==> src/design/s2c_pkg.sv <==
// shared types and constants of the spherical to cartesian normalizer
// no dependencies; used by the normalizer unit, s2c_cordic and s2c_gain
package s2c_pkg;

    localparam int GUARD_BITS = 8;
    localparam int ATAN_ENTRIES = 40;
    localparam logic [30:0] INV_GAIN = 31'h4DBA76D4;

    typedef struct packed {
        logic signed [31:0] range_in;
        logic signed [31:0] bearing_in;
        logic signed [31:0] elevation_in;
    } polar_beat_t;

    typedef struct packed {
        logic signed [31:0] x_out;
        logic signed [31:0] y_out;
        logic signed [31:0] z_out;
        logic [30:0]        range_out;
        logic signed [31:0] bearing_out;
        logic signed [31:0] elevation_out;
    } cart_beat_t;

    // arctangent of 2^-i, full turn = 2^32
    function automatic logic [31:0] atan_entry(input logic [5:0] idx);
        logic [31:0] a;
        case (idx)
            6'd0:    a = 32'h20000000;
            6'd1:    a = 32'h12E4051E;
            6'd2:    a = 32'h09FB385B;
            6'd3:    a = 32'h051111D4;
            6'd4:    a = 32'h028B0D43;
            6'd5:    a = 32'h0145D7E1;
            6'd6:    a = 32'h00A2F61E;
            6'd7:    a = 32'h00517C55;
            6'd8:    a = 32'h0028BE53;
            6'd9:    a = 32'h00145F2F;
            6'd10:   a = 32'h000A2F98;
            6'd11:   a = 32'h000517CC;
            6'd12:   a = 32'h00028BE6;
            6'd13:   a = 32'h000145F3;
            6'd14:   a = 32'h0000A2FA;
            6'd15:   a = 32'h0000517D;
            6'd16:   a = 32'h000028BE;
            6'd17:   a = 32'h0000145F;
            6'd18:   a = 32'h00000A30;
            6'd19:   a = 32'h00000518;
            6'd20:   a = 32'h0000028C;
            6'd21:   a = 32'h00000146;
            6'd22:   a = 32'h000000A3;
            6'd23:   a = 32'h00000051;
            6'd24:   a = 32'h00000029;
            6'd25:   a = 32'h00000014;
            6'd26:   a = 32'h0000000A;
            6'd27:   a = 32'h00000005;
            6'd28:   a = 32'h00000003;
            6'd29:   a = 32'h00000001;
            6'd30:   a = 32'h00000001;
            default: a = 32'h00000000;
        endcase
        return a;
    endfunction

endpackage

==> src/design/s2c_gain.sv <==
// two-stage inverse cordic gain scaler, rounds half away from zero
// split into two partial products; depends on s2c_pkg
module s2c_gain #(
    parameter int DW = 42,
    parameter int SW = 8
) (
    input  logic                 clk,
    input  logic                 rst_n,
    input  logic                 en,
    input  logic                 in_valid,
    input  logic signed [DW-1:0] in_x,
    input  logic                 in_negate,
    input  logic [SW-1:0]        in_side,
    output logic                 out_valid,
    output logic signed [DW-1:0] out_x,
    output logic [SW-1:0]        out_side
);

    localparam int LO = DW / 2;
    localparam int HW = DW - LO;
    localparam int SUMW = DW + 32;

    logic [DW-1:0]   mag;
    logic            a_valid_reg, a_sign_reg, b_valid_reg;
    logic [LO+30:0]  a_pl_reg;
    logic [HW+30:0]  a_ph_reg;
    logic [SW-1:0]   a_side_reg, b_side_reg;
    logic [SUMW-1:0] sum;
    logic [DW-1:0]   rnd;
    logic signed [DW-1:0] b_x_reg;

    assign mag = in_x[DW-1] ? DW'(-in_x) : DW'(in_x);
    assign sum = (SUMW'(a_ph_reg) << LO) + SUMW'(a_pl_reg) + (SUMW'(1) << 30);
    assign rnd = DW'(sum >> 31);

    always_ff @(posedge clk or negedge rst_n)
    begin
        if (!rst_n)
        begin
            a_valid_reg <= 1'b0;
            b_valid_reg <= 1'b0;
        end
        else if (en)
        begin
            a_valid_reg <= in_valid;
            b_valid_reg <= a_valid_reg;
        end
    end

    always_ff @(posedge clk)
    begin
        if (en)
        begin
            a_pl_reg   <= mag[LO-1:0] * s2c_pkg::INV_GAIN;
            a_ph_reg   <= mag[DW-1:LO] * s2c_pkg::INV_GAIN;
            a_sign_reg <= in_x[DW-1] ^ in_negate;
            a_side_reg <= in_side;
            b_x_reg    <= a_sign_reg ? -$signed(rnd) : $signed(rnd);
            b_side_reg <= a_side_reg;
        end
    end

    assign out_valid = b_valid_reg;
    assign out_x     = b_x_reg;
    assign out_side  = b_side_reg;

endmodule
==> config.mk <==
export PLATFORM = sky130hd
export DESIGN_NAME = s2c_gain
export DESIGN_NICKNAME = d
export VERILOG_FILES = /design/src/design/s2c_pkg.sv /design/src/design/s2c_gain.sv
export SDC_FILE = /design/constraint.sdc
export NUM_CORES = 2
export LEC_CHECK = 0
export BUFFER_PORTS_ARGS = -buffer_cell sky130_fd_sc_hd__clkbuf_2
export CORE_ASPECT_RATIO = 2
export CORE_MARGIN = 2
export CORE_UTILIZATION = 35
export CTS_BUF_LIST = sky130_fd_sc_hd__clkbuf_4 sky130_fd_sc_hd__clkbuf_8
export CTS_CLUSTER_SIZE = 30
export DETAILED_ROUTE_END_ITERATION = 8
export GPL_ROUTABILITY_DRIVEN = 0
export PLACE_DENSITY = 0.5
export SYNTH_ARGS = -nofsm -noshare
export SYNTH_HDL_FRONTEND = slang
export SYNTH_SLANG_ARGS = --single-unit
==> constraint.sdc <==
create_clock -name clk -period 12.2 [get_ports clk]
set_clock_uncertainty 0.05 [all_clocks]
set_input_delay 0.61 -clock clk [delete_from_list [all_inputs] [get_ports clk]]
set_output_delay 0.61 -clock clk [all_outputs]
set_load 0.05 [all_outputs]
==> flow_summary_export.csv <==
group,metric,value,unit
outcome,outcome,"completed",
critical_path,crit_type,"in2reg",
sta,timing.setup.tns,0,ns
cts,cts_root_buf,"clkbuf_8",
placement,pre_cts_ws,0.842,ns
route,wl_per_cell,24.0,um
global_route,globalRoute.totalOverflow,0,
route,drc,0,
sta,fin_crit_sh,89.5,%
critical_path,cp-start-kind,"input port",
sta,setup-violations-final,0,
sta,setup_ws,1.28,ns
worst_hold_path,min_path_cells,1,
critical_path,worst-r2r-cell-count,13,
yosys,yosys.cell_types.count,89,
yosys,synth_nets,3855,
critical_path,cpMostUsedCell,"fa_1",
sta,rsz0062_at_grt,"false",
yosys,async_reset_ff_share,1.43,%
cts,clkTransAtPathRegs,0.09,ns
critical_path,cp_slowest_cell,"or4_1",
global_route,grt_pass1_wl,143,mm
route,dr_total_vias,20556,
yosys,seq_area_frac_synth,14.2,%
placement,io_buffer_count,105,
critical_path,r2r_slack,7.07,ns
sta,max_freq,91.6,MHz
placement,dpl_cell_area,0.0313,mm^2
global_route,antenna_found_initial,1,
layout,final_nets,3974,
layout,diodes,0,
cts,post-cts-setup-buffers,0,
route,initialDrtViolationCount,889,
floorplan,die_h,415,um
worst_hold_path,hold_class,"in2reg",
cts,clockBufferDepth,2,
floorplan,die_w,209,um
route,antenna_left,0,
sta,period_minus_slack,10.92,ns
floorplan,fp.coreArea,0.0835,mm^2
global_route,grt_pass1_vias,23493,
critical_path,arrival,11.10,ns
yosys,synth_edf_count,138,
sta,worstMarginPinSlew,1.43,ns
yosys,syn-instance-count,2821,
critical_path,crit_required,12.38,ns
cts,clock_latency,0.47,ns
sta,drv_slew,0,
critical_path,cp_max_fo,7,
yosys,yosysWarnings,0,
cts,cts_buffers,17,
sta,max_slew_margin,3.90,%
cts,cts.sinks,140,
layout,layout-drive-gt1-share,7.21,%
floorplan,ios,106,
global_route,track_usage,22.7,%
critical_path,end_kind,"register",
layout,final_area,0.0318,mm^2
cts,post_cts_resize_count,0,
floorplan,die_area,0.0867,mm^2
flow_run,drv_cap,0,
sta,hold_viol,0,
global_route,grt_max_degree,78,
yosys,synth_seq_cells,140,
layout,largest_reg_flops,50,
cts,cts_max_level,4,
route,avgViaCountPerCell,5.12,
route,routed_wl,96.2,mm
yosys,yosys_most_used_dff,"edfxtp_1",
yosys,syn_avg_cell_area,10.5,um^2
route,dr.pass1.iters,5,
floorplan,placementRows,150,
floorplan,initial_core_util,35.3,%
layout,syn_to_final_growth,7.72,%
placement,hpwlAfterDp,86.4,mm
cts,cts_tree,"yes",
layout,fillerInstances,8308,
yosys,syn_area,0.0295,mm^2
critical_path,max_stage_delay,0.61,ns
## cells by family after synthesis
group / synth area share (%)
adder cells (fa/ha/maj): 54.6
XOR/XNOR: 5.26
AO/OA/AOI/OAI: 8.81
multiplexers: 0.289
buffers and inverters: 10.5
AND/OR/NAND/NOR: 6.30
flip-flops: 14.2
## final cells by class
class                      count  area, um^2  share of cell area (%)
clock buffer                  17         234                   0.737
clock inverter                15         188                   0.591
inverter                     770        2890                    9.10
multi-input combinational   1882       22200                    69.9
sequential                   140        4190                    13.2
tap                         1064        1330                    4.19
timing repair buffer         129         714                    2.25
## synthesized netlist by cell type, drive strengths merged (11+ instances only)
master,count,area (um^2)
inv,770,2890
o31ai,24,185
nor3,29,145
o21ai,62,310
ha,466,5830
or3,24,170
fa,513,10300
a21o,65,492
nand2,66,248
nand2b,16,108
nand4,14,87.6
a21oi,96,488
nand3,31,155
nor2,69,259
nor2b,13,81.3
xor2,43,377
o21a,11,82.6
a31oi,13,81.3
edfxtp,138,4140
clkbuf,23,148
and3,27,174
xnor2,134,1170
or2,16,103
## path summary, 6_finish.rpt
check	from	to
max in group asynchronous	rst_n	out_valid
worst min register to register	a_side_reg[1]	out_side[1]
worst max-delay path	in_x[0]	a_ph_reg[50]
worst max register to register	a_pl_reg[37]	out_x[38]
min in group asynchronous	rst_n	a_valid_reg
worst min-delay path	in_side[1]	a_side_reg[1]
## cells in the final DEF (no fill, tap or decap), types with 43 or more instances in the layout
cell,Yosys,routed
inv_1,770,770
fa_1,513,513
ha_1,466,466
edfxtp_1,138,138
xnor2_1,134,131
clkbuf_2,1,104
a21oi_1,94,94
nor2_1,69,69
nand2_1,66,66
a21o_1,62,62
o21ai_0,59,58
xor2_1,43,43
## layer usage
| layer | global-route usage, % | vias up | routed length, um |
|---|---|---|---|
| met5 | 0 | - | 13 |
| met3 | 2.81 | 343 | 2810 |
| met1 | 18.0 | 10346 | 26300 |
| met4 | 24.9 | 2 | 12800 |
| li1 | - | 9297 | - |
| met2 | 44.1 | 568 | 54200 |
## metrics by stage
step	cells	util, %	hold WS, ns
2_1_floorplan	2821	-	0.264
3_3_place_gp	3984	37.5	0.346
3_5_place_dp	3984	37.5	0.351
4_1_cts	4017	38.0	0.194
5_1_grt	4017	38.0	0.213
6_report	4017	38.0	0.251
## worst max-delay path, delay by kind of cell
kind                     cells  cell delay (ns)
buffers and inverters        6             0.55
AO/OA/AOI/OAI                8             1.94
XOR/XNOR                     2             0.50
adder cells (fa/ha/maj)      8             4.15
AND/OR/NAND/NOR             11             3.33
## what timing repair did
item / CTS / global route
endpoints found under the hold margin: 2 / 0
endpoints found under the setup margin: 0 / 0
hold buffers: 1 / 0
Power is left out: the tool's default activity adds up to more than one toggle a clock period on the data nets, which glitch-free logic cannot reach.
